### config.mk
export PLATFORM = sky130hd
export DESIGN_NAME = json_string_unescape_utf8_flat
export DESIGN_NICKNAME = d
export VERILOG_FILES = /design/src/rtl/jsu_pkg.sv /design/src/rtl/jsu_if.sv /design/src/rtl/jsu_front.sv /design/src/rtl/jsu_queue.sv /design/src/rtl/jsu_back.sv /design/src/rtl/json_string_unescape_utf8.sv /design/src/flat_wrapper.sv
export SDC_FILE = /design/constraint.sdc
export NUM_CORES = 1
export LEC_CHECK = 0
export BUFFER_PORTS_ARGS = -buffer_cell sky130_fd_sc_hd__buf_4
export CELL_PAD_IN_SITES_DETAIL_PLACEMENT = 1
export CELL_PAD_IN_SITES_GLOBAL_PLACEMENT = 1
export CORE_MARGIN = 1.5
export CORE_UTILIZATION = 52
export DETAILED_ROUTE_END_ITERATION = 7
export PLACE_DENSITY_LB_ADDON = 0.1
export SLEW_MARGIN = 20
export SYNTH_ARGS = -nofsm -noshare
export SYNTH_HDL_FRONTEND = slang
export SYNTH_SLANG_ARGS = --single-unit
### constraint.sdc
create_clock -name clk -period 10.54 [get_ports clk]
set_input_delay 2.108 -clock clk [delete_from_list [all_inputs] [get_ports clk]]
set_output_delay 2.108 -clock clk [all_outputs]
set_load 0.05 [all_outputs]
### src/rtl/jsu_pkg.sv
// Package for the JSON string unescaper: types, codes and helper functions.
// No dependencies.
package jsu_pkg;

  typedef enum logic [2:0] {
    PH_NORMAL = 3'd0,
    PH_ESCAPE = 3'd1,
    PH_HEX0   = 3'd2,
    PH_HEX1   = 3'd3,
    PH_HEX2   = 3'd4,
    PH_HEX3   = 3'd5,
    PH_BADHEX = 3'd6
  } phase_t;

  typedef enum logic [1:0] {
    KIND_DATA = 2'd0,
    KIND_END  = 2'd1,
    KIND_ERR  = 2'd2
  } kind_t;

  typedef enum logic [2:0] {
    ERR_NONE       = 3'd0,
    ERR_CTRL       = 3'd1,
    ERR_BAD_ESC    = 3'd2,
    ERR_BAD_HEX    = 3'd3,
    ERR_TRUNC_UNI  = 3'd4,
    ERR_UNTERM_ESC = 3'd5,
    ERR_UNTERM_STR = 3'd6
  } err_t;

  localparam logic [7:0] CH_QUOTE = 8'h22;
  localparam logic [7:0] CH_BSLASH = 8'h5C;
  localparam logic [7:0] CH_SLASH = 8'h2F;
  localparam logic [7:0] CH_SPACE = 8'h20;
  localparam logic [7:0] CH_LC_B = 8'h62;
  localparam logic [7:0] CH_LC_F = 8'h66;
  localparam logic [7:0] CH_LC_N = 8'h6E;
  localparam logic [7:0] CH_LC_R = 8'h72;
  localparam logic [7:0] CH_LC_T = 8'h74;
  localparam logic [7:0] CH_LC_U = 8'h75;

  // Command passed from front to back: one plain result or a code point.
  typedef struct packed {
    logic        utf8;
    logic [15:0] val;
    kind_t       kind;
    err_t        err;
  } cmd_t;

  // {valid, value} of an ASCII hex digit
  function automatic logic [4:0] hex_value(input logic [7:0] c);
    logic [4:0] r;
    r = 5'd0;
    if (c >= 8'h30 && c <= 8'h39) r = {1'b1, 4'(c - 8'h30)};
    else if (c >= 8'h61 && c <= 8'h66) r = {1'b1, 4'(c - 8'h57)};
    else if (c >= 8'h41 && c <= 8'h46) r = {1'b1, 4'(c - 8'h37)};
    return r;
  endfunction

endpackage

### src/rtl/jsu_if.sv
// Channel interfaces of the JSON string unescaper: input bytes and results.
// Depends on nothing.
interface jsu_in_if;
  logic       valid;
  logic       ready;
  logic [7:0] in_byte;
  logic       in_end;
  modport source (output valid, output in_byte, output in_end, input ready);
  modport sink   (input valid, input in_byte, input in_end, output ready);
endinterface

interface jsu_out_if;
  logic       valid;
  logic       ready;
  logic [7:0] out_byte;
  logic [1:0] out_kind;
  logic [2:0] out_error_code;
  logic       out_last;
  modport source (output valid, output out_byte, output out_kind,
                  output out_error_code, output out_last, input ready);
  modport sink   (input valid, input out_byte, input out_kind,
                  input out_error_code, input out_last, output ready);
endinterface

### src/rtl/jsu_front.sv
// Front end: accepts input bytes, runs the escape phase machine, pushes commands.
// Depends on jsu_pkg and jsu_in_if.
module jsu_front (
  input  logic             clk,
  input  logic             rst_n,
  jsu_in_if.sink           in_ch,
  input  logic             q_full,
  output logic             q_push,
  output jsu_pkg::cmd_t    q_cmd
);

  jsu_pkg::phase_t phase_r, phase_nxt;
  logic [15:0]     acc_r, acc_nxt;
  logic            acc_s;
  logic [4:0]      hv;
  logic [15:0]     acc_sh;
  logic [3:0]      bad_n;
  logic            push;
  jsu_pkg::cmd_t   cmd;
  logic            take;

  assign in_ch.ready = !q_full;
  assign take = in_ch.valid && in_ch.ready;
  assign hv = jsu_pkg::hex_value(in_ch.in_byte);
  assign acc_sh = {acc_r[11:0], hv[3:0]};
  assign bad_n = {1'b0, acc_r[2:0]} + 4'd1;

  always_comb begin
    phase_nxt = phase_r;
    acc_nxt = acc_r;
    push = 1'b0;
    acc_s = 1'b0;
    cmd.utf8 = 1'b0;
    cmd.val = {8'd0, in_ch.in_byte};
    cmd.kind = jsu_pkg::KIND_DATA;
    cmd.err = jsu_pkg::ERR_NONE;
    if (in_ch.in_end) begin
      push = 1'b1;
      cmd.val = 16'd0;
      cmd.kind = jsu_pkg::KIND_ERR;
      phase_nxt = jsu_pkg::PH_NORMAL;
      acc_nxt = 16'd0;
      unique case (phase_r)
        jsu_pkg::PH_ESCAPE: cmd.err = jsu_pkg::ERR_UNTERM_ESC;
        jsu_pkg::PH_HEX0, jsu_pkg::PH_HEX1, jsu_pkg::PH_HEX2, jsu_pkg::PH_HEX3,
        jsu_pkg::PH_BADHEX: cmd.err = jsu_pkg::ERR_TRUNC_UNI;
        default: cmd.err = jsu_pkg::ERR_UNTERM_STR;
      endcase
    end else begin
      unique case (phase_r)
        jsu_pkg::PH_ESCAPE: begin
          phase_nxt = jsu_pkg::PH_NORMAL;
          push = 1'b1;
          unique case (in_ch.in_byte)
            jsu_pkg::CH_QUOTE, jsu_pkg::CH_BSLASH, jsu_pkg::CH_SLASH: ;
            jsu_pkg::CH_LC_B: cmd.val = 16'h0008;
            jsu_pkg::CH_LC_F: cmd.val = 16'h000C;
            jsu_pkg::CH_LC_N: cmd.val = 16'h000A;
            jsu_pkg::CH_LC_R: cmd.val = 16'h000D;
            jsu_pkg::CH_LC_T: cmd.val = 16'h0009;
            jsu_pkg::CH_LC_U: begin
              push = 1'b0;
              phase_nxt = jsu_pkg::PH_HEX0;
              acc_nxt = 16'd0;
            end
            default: begin
              cmd.val = 16'd0;
              cmd.kind = jsu_pkg::KIND_ERR;
              cmd.err = jsu_pkg::ERR_BAD_ESC;
              acc_nxt = 16'd0;
            end
          endcase
        end
        jsu_pkg::PH_HEX0, jsu_pkg::PH_HEX1, jsu_pkg::PH_HEX2, jsu_pkg::PH_HEX3: begin
          if (!hv[4]) begin
            if (phase_r == jsu_pkg::PH_HEX3) begin
              acc_s = 1'b1;
            end else begin
              phase_nxt = jsu_pkg::PH_BADHEX;
              acc_nxt = {13'd0, phase_r - 3'd1};
            end
          end else if (phase_r == jsu_pkg::PH_HEX3) begin
            push = 1'b1;
            cmd.utf8 = 1'b1;
            cmd.val = acc_sh;
            phase_nxt = jsu_pkg::PH_NORMAL;
            acc_nxt = 16'd0;
          end else begin
            phase_nxt = jsu_pkg::phase_t'(phase_r + 3'd1);
            acc_nxt = acc_sh;
          end
        end
        jsu_pkg::PH_BADHEX: begin
          if (bad_n >= 4'd4) acc_s = 1'b1;
          else acc_nxt = {12'd0, bad_n};
        end
        default: begin
          phase_nxt = jsu_pkg::PH_NORMAL;
          push = 1'b1;
          if (in_ch.in_byte == jsu_pkg::CH_QUOTE) begin
            cmd.val = 16'd0;
            cmd.kind = jsu_pkg::KIND_END;
          end else if (in_ch.in_byte < jsu_pkg::CH_SPACE) begin
            cmd.val = 16'd0;
            cmd.kind = jsu_pkg::KIND_ERR;
            cmd.err = jsu_pkg::ERR_CTRL;
            acc_nxt = 16'd0;
          end else if (in_ch.in_byte == jsu_pkg::CH_BSLASH) begin
            push = 1'b0;
            phase_nxt = jsu_pkg::PH_ESCAPE;
          end
        end
      endcase
      // bad hex digit error at the fourth digit byte
      if (acc_s) begin
        push = 1'b1;
        cmd.utf8 = 1'b0;
        cmd.val = 16'd0;
        cmd.kind = jsu_pkg::KIND_ERR;
        cmd.err = jsu_pkg::ERR_BAD_HEX;
        phase_nxt = jsu_pkg::PH_NORMAL;
        acc_nxt = 16'd0;
      end
    end
  end

  always_ff @(posedge clk) begin
    if (!rst_n) begin
      phase_r <= jsu_pkg::PH_NORMAL;
      acc_r <= 16'd0;
    end else if (take) begin
      phase_r <= phase_nxt;
      acc_r <= acc_nxt;
    end
  end

  assign q_push = take && push;
  assign q_cmd = cmd;

endmodule

### src/rtl/jsu_queue.sv
// Short command queue between front and back ends.
// Depends on jsu_pkg.
module jsu_queue #(
  parameter int DEPTH = 4
) (
  input  logic          clk,
  input  logic          rst_n,
  input  logic          push,
  input  jsu_pkg::cmd_t wr_cmd,
  input  logic          pop,
  output jsu_pkg::cmd_t rd_cmd,
  output logic          full,
  output logic          empty
);

  localparam int AW = (DEPTH > 1) ? $clog2(DEPTH) : 1;
  localparam int CW = $clog2(DEPTH + 1);

  jsu_pkg::cmd_t mem [DEPTH];
  logic [AW-1:0] wr_ptr_r, rd_ptr_r;
  logic [CW-1:0] cnt_r;

  assign full = (cnt_r == CW'(DEPTH));
  assign empty = (cnt_r == '0);
  assign rd_cmd = mem[rd_ptr_r];

  always_ff @(posedge clk) begin
    if (push) mem[wr_ptr_r] <= wr_cmd;
  end

  always_ff @(posedge clk) begin
    if (!rst_n) begin
      wr_ptr_r <= '0;
      rd_ptr_r <= '0;
      cnt_r <= '0;
    end else begin
      if (push) wr_ptr_r <= (wr_ptr_r == AW'(DEPTH - 1)) ? '0 : wr_ptr_r + AW'(1);
      if (pop) rd_ptr_r <= (rd_ptr_r == AW'(DEPTH - 1)) ? '0 : rd_ptr_r + AW'(1);
      if (push && !pop) cnt_r <= cnt_r + CW'(1);
      else if (pop && !push) cnt_r <= cnt_r - CW'(1);
    end
  end

endmodule

### src/rtl/jsu_back.sv
// Back end: expands queued commands into result bytes, incl. UTF-8 encoding.
// Depends on jsu_pkg and jsu_out_if.
module jsu_back (
  input  logic          clk,
  input  logic          rst_n,
  input  jsu_pkg::cmd_t q_cmd,
  input  logic          q_empty,
  output logic          q_pop,
  jsu_out_if.source     out_ch
);

  logic [1:0]    seg_r;
  logic [1:0]    last_seg;
  logic          load;
  logic [7:0]    byte_nxt;
  logic [15:0]   cp;
  logic          out_valid_r;
  logic [7:0]    byte_r;
  jsu_pkg::kind_t kind_r;
  jsu_pkg::err_t  err_r;
  logic          last_r;

  assign cp = q_cmd.val;

  always_comb begin
    if (!q_cmd.utf8) last_seg = 2'd0;
    else if (cp[15:11] != 5'd0) last_seg = 2'd2;
    else if (cp[10:7] != 4'd0) last_seg = 2'd1;
    else last_seg = 2'd0;
    byte_nxt = cp[7:0];
    if (q_cmd.utf8) begin
      unique case (last_seg)
        2'd2: begin
          unique case (seg_r)
            2'd0: byte_nxt = {4'hE, cp[15:12]};
            2'd1: byte_nxt = {2'b10, cp[11:6]};
            default: byte_nxt = {2'b10, cp[5:0]};
          endcase
        end
        2'd1: begin
          if (seg_r == 2'd0) byte_nxt = {3'b110, cp[10:6]};
          else byte_nxt = {2'b10, cp[5:0]};
        end
        default: byte_nxt = cp[7:0];
      endcase
    end
  end

  assign load = !q_empty && (!out_valid_r || out_ch.ready);
  assign q_pop = load && (seg_r == last_seg);

  always_ff @(posedge clk) begin
    if (!rst_n) begin
      seg_r <= 2'd0;
      out_valid_r <= 1'b0;
    end else begin
      if (load) begin
        out_valid_r <= 1'b1;
        seg_r <= (seg_r == last_seg) ? 2'd0 : seg_r + 2'd1;
      end else if (out_ch.ready) begin
        out_valid_r <= 1'b0;
      end
    end
  end

  always_ff @(posedge clk) begin
    if (load) begin
      byte_r <= byte_nxt;
      kind_r <= q_cmd.kind;
      err_r <= q_cmd.err;
      last_r <= (seg_r == last_seg);
    end
  end

  assign out_ch.valid = out_valid_r;
  assign out_ch.out_byte = byte_r;
  assign out_ch.out_kind = kind_r;
  assign out_ch.out_error_code = err_r;
  assign out_ch.out_last = last_r;

endmodule

### src/rtl/json_string_unescape_utf8.sv
// JSON string body unescaper with UTF-8 output.
// An accepted request is written into the command queue, then loaded into the output register.
// Throughput: one input byte per cycle while the queue is not full; a \u escape producing
// N UTF-8 bytes holds the output register for all N bytes, up to QUEUE_DEPTH commands buffered.
// Reset (rst_n low, synchronous): phase machine to normal text, queue and output empty.
module json_string_unescape_utf8 #(
  parameter int QUEUE_DEPTH = 4
) (
  input  logic       clk,
  input  logic       rst_n,
  jsu_in_if.sink     in_ch,
  jsu_out_if.source  out_ch
);

  logic          q_push, q_pop, q_full, q_empty;
  jsu_pkg::cmd_t q_wr_cmd, q_rd_cmd;

  jsu_front u_front (
    .clk    (clk),
    .rst_n  (rst_n),
    .in_ch  (in_ch),
    .q_full (q_full),
    .q_push (q_push),
    .q_cmd  (q_wr_cmd)
  );

  jsu_queue #(.DEPTH(QUEUE_DEPTH)) u_queue (
    .clk    (clk),
    .rst_n  (rst_n),
    .push   (q_push),
    .wr_cmd (q_wr_cmd),
    .pop    (q_pop),
    .rd_cmd (q_rd_cmd),
    .full   (q_full),
    .empty  (q_empty)
  );

  jsu_back u_back (
    .clk     (clk),
    .rst_n   (rst_n),
    .q_cmd   (q_rd_cmd),
    .q_empty (q_empty),
    .q_pop   (q_pop),
    .out_ch  (out_ch)
  );

endmodule

### src/flat_wrapper.sv
// flat-port wrapper written by rule: the top's interface ports become plain ports
module json_string_unescape_utf8_flat 
#(
  parameter int QUEUE_DEPTH = 4
)
  (clk, rst_n, in_ch_valid, in_ch_in_byte, in_ch_in_end, in_ch_ready, out_ch_valid, out_ch_out_byte, out_ch_out_kind, out_ch_out_error_code, out_ch_out_last, out_ch_ready);
  jsu_in_if in_ch_i ();
  jsu_out_if out_ch_i ();
  input  logic clk;
  input  logic rst_n;
  input wire logic [$bits(in_ch_i.valid)-1:0] in_ch_valid;
  input wire logic [$bits(in_ch_i.in_byte)-1:0] in_ch_in_byte;
  input wire logic [$bits(in_ch_i.in_end)-1:0] in_ch_in_end;
  output wire logic [$bits(in_ch_i.ready)-1:0] in_ch_ready;
  output wire logic [$bits(out_ch_i.valid)-1:0] out_ch_valid;
  output wire logic [$bits(out_ch_i.out_byte)-1:0] out_ch_out_byte;
  output wire logic [$bits(out_ch_i.out_kind)-1:0] out_ch_out_kind;
  output wire logic [$bits(out_ch_i.out_error_code)-1:0] out_ch_out_error_code;
  output wire logic [$bits(out_ch_i.out_last)-1:0] out_ch_out_last;
  input wire logic [$bits(out_ch_i.ready)-1:0] out_ch_ready;
  assign in_ch_i.valid = in_ch_valid;
  assign in_ch_i.in_byte = in_ch_in_byte;
  assign in_ch_i.in_end = in_ch_in_end;
  assign in_ch_ready = in_ch_i.ready;
  assign out_ch_valid = out_ch_i.valid;
  assign out_ch_out_byte = out_ch_i.out_byte;
  assign out_ch_out_kind = out_ch_i.out_kind;
  assign out_ch_out_error_code = out_ch_i.out_error_code;
  assign out_ch_out_last = out_ch_i.out_last;
  assign out_ch_i.ready = out_ch_ready;
  json_string_unescape_utf8 #(.QUEUE_DEPTH(QUEUE_DEPTH)) u_core (.clk(clk), .rst_n(rst_n), .in_ch(in_ch_i), .out_ch(out_ch_i));
endmodule
==> qor.txt <==
status: finished clean
power after layout: 1.77 mW
Horiz. Die Dim: 114 um
minimum period implied by the final worst setup slack: 5280 ps
number of antenna violations at the first check in global routing: 0
Post-Syn Area: 0.00644 sq mm
startpoint type of the worst setup path: primary input
final antenna diode count: 0
cells taking the most area after synthesis: sky130_fd_sc_hd__edfxtp_1 (48%), sky130_fd_sc_hd__dfxtp_1 (8.4%), sky130_fd_sc_hd__mux4_2 (5.2%)
Yosys top cell area share: 47.5%
Arrival @ worst endpoint: 5600 ps
number of global-route vias before repair: 4,525
final standard cell count with taps included and fillers excluded: 710
hold bufs inserted after CTS: 0
Critical R2R Capture: u_core.u_queue.cnt_r[2]
number of remaining DRC errors: 0
most repeated cell in the gate-level netlist after synthesis: sky130_fd_sc_hd__edfxtp_1
Worst Hold Class: flip-flop to flip-flop
iteration-0 DRC count of the detailed router: 304
net count after synthesis: 542
area taken by multi-input logic gates: 0.00264 sq mm
required time reported for the critical path endpoint: 10,870 ps
number of vias per cell: 6.06
proportion of synthesized flip-flops having asynchronous set or reset: 0%
reg2reg start: u_core.u_front.phase_r[2]
master of the slowest instance on the critical path: sky130_fd_sc_hd__a2111oi_4
DR WL/cell: 22.1 um
combined flip-flop and latch cell area: 0.00360 sq mm
Max Buffers Root-to-Sink: 2
transition at the pin with the smallest max-transition slack: 1020 ps
worst hold stages: 2
pin count of the biggest net entering global routing: 33
CTS tree: yes
Gates resized, CTS repair: 0
effective utilization at floorplan: 53.4%
top-level I/O count: 29
CTS buffer count: 17
Most used DFF post-synth: sky130_fd_sc_hd__edfxtp_1
routed wire length on met2: 8.02 mm
CP cell instances: buf_4, inv_1, ha_1, o21bai_1, a2111oi_4, o21ai_1, a22o_1, a21oi_2, ha_1, inv_1, fa_1, xor2_1, or3_1, a21boi_0
hold path startpoint: u_core.u_front.acc_r[9]
total wire length: 15.7 mm
metal3 WL: 577 um
area delta synth->final: 14.2%
number of nets in the layout: 566
WL met1: 6.75 mm
Worst Hold End: u_core.u_front.acc_r[9]
Cell variety after synth: 71
total of endpoints with negative setup slack in the final report: 0
buffer type at the clock tree root: sky130_fd_sc_hd__clkbuf_16
final-report hold violation count: 0
most frequent cells after synthesis: sky130_fd_sc_hd__edfxtp_1 (102), sky130_fd_sc_hd__nand2_1 (63), sky130_fd_sc_hd__dfxtp_1 (27), sky130_fd_sc_hd__ha_1 (22), sky130_fd_sc_hd__inv_1 (21)
final sum of negative setup slack: 0 ps
max-slew violation count: 0
worst skew pair latency: 420 ps
flip-flop and latch count after synthesis: 129
final-layout fill cell count: 1,174
Worst Skew: 17.6 ps
share of cells above drive strength 1: 19.2%
synth warn: 0
power density over the cells: 241 mW/mm^2
worst-path maximum fanout: 9
Port Buffer Count: 28
Max-slew headroom: 31.9%
mean area per synthesized cell: 12.7 sq um
CTS H-tree depth: 4
number of buffers added for setup after CTS: 0
Gate Count Post-Synth: 506
fin area: 0.00736 sq mm
critical path's largest stage delay: 600 ps
number of clock sinks seen by CTS: 129
number of nets with antenna violations after routing: 0
class of the most critical setup path: primary input to flip-flop
final weighted congestion in routability-driven placement: 0.934
gr usage total: 25.7%
Chip Height: 114 um
final core utilization: 61.0%
top cell type by total area after synthesis: sky130_fd_sc_hd__edfxtp_1
length of the first detailed-routing pass in iterations: 5
global-route wire length before repair: 24.8 mm
dpl cells: 679
placed wire-length estimate after detailed placement: 10.8 mm
count of max-cap constraint violations: 0
worst vdd rail ir drop: 0.118 mV
clock input transition at the sequential cells of the worst setup and hold paths: 50 ps
RSZ-0062 raised after global routing: no
Leak Pwr: 2.66 nW
total die area: 0.0131 sq mm
row cnt: 40
flop-to-flop setup slack: 6280 ps
depth of the most critical reg-to-reg path: 12
area of the core: 0.0121 sq mm
Seq/Total Area, Yosys: 55.9%
kind of end point of the critical path: flip-flop
via count: 4,301
Post-DP Area: 0.00676 sq mm
share of the clock period used by the worst path after layout: 50.0%
number of flops mapped to enable cells by yosys: 102
global route overflow: 0
highest layer used for signal routing: met4
fmax: 190 MHz
==> cell usage in the layout, fill, tap and decap left out, types with 13 or more instances in the layout <==
cell type / n
sky130_fd_sc_hd__mux2i_1: 16
sky130_fd_sc_hd__o21ai_0: 15
sky130_fd_sc_hd__nand2_1: 63
sky130_fd_sc_hd__mux4_2: 15
sky130_fd_sc_hd__edfxtp_1: 102
sky130_fd_sc_hd__dfxtp_1: 27
sky130_fd_sc_hd__ha_1: 22
sky130_fd_sc_hd__buf_4: 32
sky130_fd_sc_hd__nor2_1: 16
sky130_fd_sc_hd__a21oi_1: 14
sky130_fd_sc_hd__inv_1: 21
sky130_fd_sc_hd__and3_1: 13
sky130_fd_sc_hd__clkbuf_16: 17
==> flip-flops by register name (all words and copies together) (netlist names), named ones only <==
name,count
u_core.u_back.out_ch.out_byte,8
u_core.u_back.out_ch.out_error_code,3
u_core.u_back.out_ch.out_kind,2
u_core.u_back.out_ch.out_last,1
u_core.u_back.out_ch.valid,1
u_core.u_back.seg_r,2
u_core.u_front.acc_r,12
u_core.u_front.phase_r,3
u_core.u_queue.cnt_r,3
u_core.u_queue.mem,88
u_core.u_queue.rd_ptr_r,2
u_core.u_queue.wr_ptr_r,2
==> worst max-delay path by stage <==
stage | start | end | slack (ps) | cells past startpoint
6_report | in_ch_in_byte[0] | u_core.u_queue.cnt_r[2] | 5260 | 14
5_1_grt | in_ch_in_byte[0] | u_core.u_queue.cnt_r[2] | 4970 | 14
4_1_cts | in_ch_in_byte[0] | u_core.u_queue.cnt_r[2] | 5270 | 14
3_5_place_dp | in_ch_in_byte[0] | u_core.u_queue.cnt_r[2] | 4860 | 14
3_3_place_gp | in_ch_in_byte[0] | u_core.u_queue.cnt_r[2] | 5040 | 14
2_1_floorplan | in_ch_in_byte[0] | u_core.u_queue.cnt_r[2] | 5520 | 13
==> where the power goes <==
| part | leakage, nW | internal, mW | switching (mW) |
|---|---|---|---|
| sequential | 1.20 | 0.641 | 0.0371 |
| clock | 0.290 | 0.369 | 0.216 |
| combinational | 1.17 | 0.179 | 0.328 |
==> worst max-delay path: cells and delay by family <==
kind / cells / cell delay (ps)
compound gates: 6 / 1750
xor+xnor: 1 / 180
fa+ha+maj: 3 / 910
buf+inv: 3 / 340
simple gates: 1 / 300
==> cell families (layout without fill, tap and decap cells) <==
logic type	after synthesis	count (layout)	synth area share, %
and+or+nand+nor	154	154	12.3
adders and majority gates	23	23	4.58
buffers and inverters	48	84	3.32
DFF	129	129	55.9
AOI/OAI and AO/OA	107	107	12.3
muxes	39	39	10.8
xor gates and xnor gates	6	6	0.815
==> area by class of cell <==
type	count	area share [%]
inverter	21	1.07
tap	168	2.86
clock buffer	17	5.78
multi-input combinational	329	35.8
clock inverter	14	2.24
sequential	129	49.0
timing repair buffer	32	3.26
==> per-stage QoR <==
stage / hold slack, ps / worst slack [ps]
detailed placement: 459 / 4860
finish: 465 / 5260
floorplan: 434 / 5520
global placement: 444 / 5040
CTS: 466 / 5270
global route: 488 / 4970
==> routing by layer <==
| metal | track usage (%) | up-vias |
|---|---|---|
| li1 | - | 1995 |
| met1 | 30.9 | 2174 |
| met2 | 44.4 | 96 |
| met3 | 6.67 | 36 |
| met4 | 9.92 | 0 |
| met5 | 0 | - |
(Power assumes the default switching activity.)
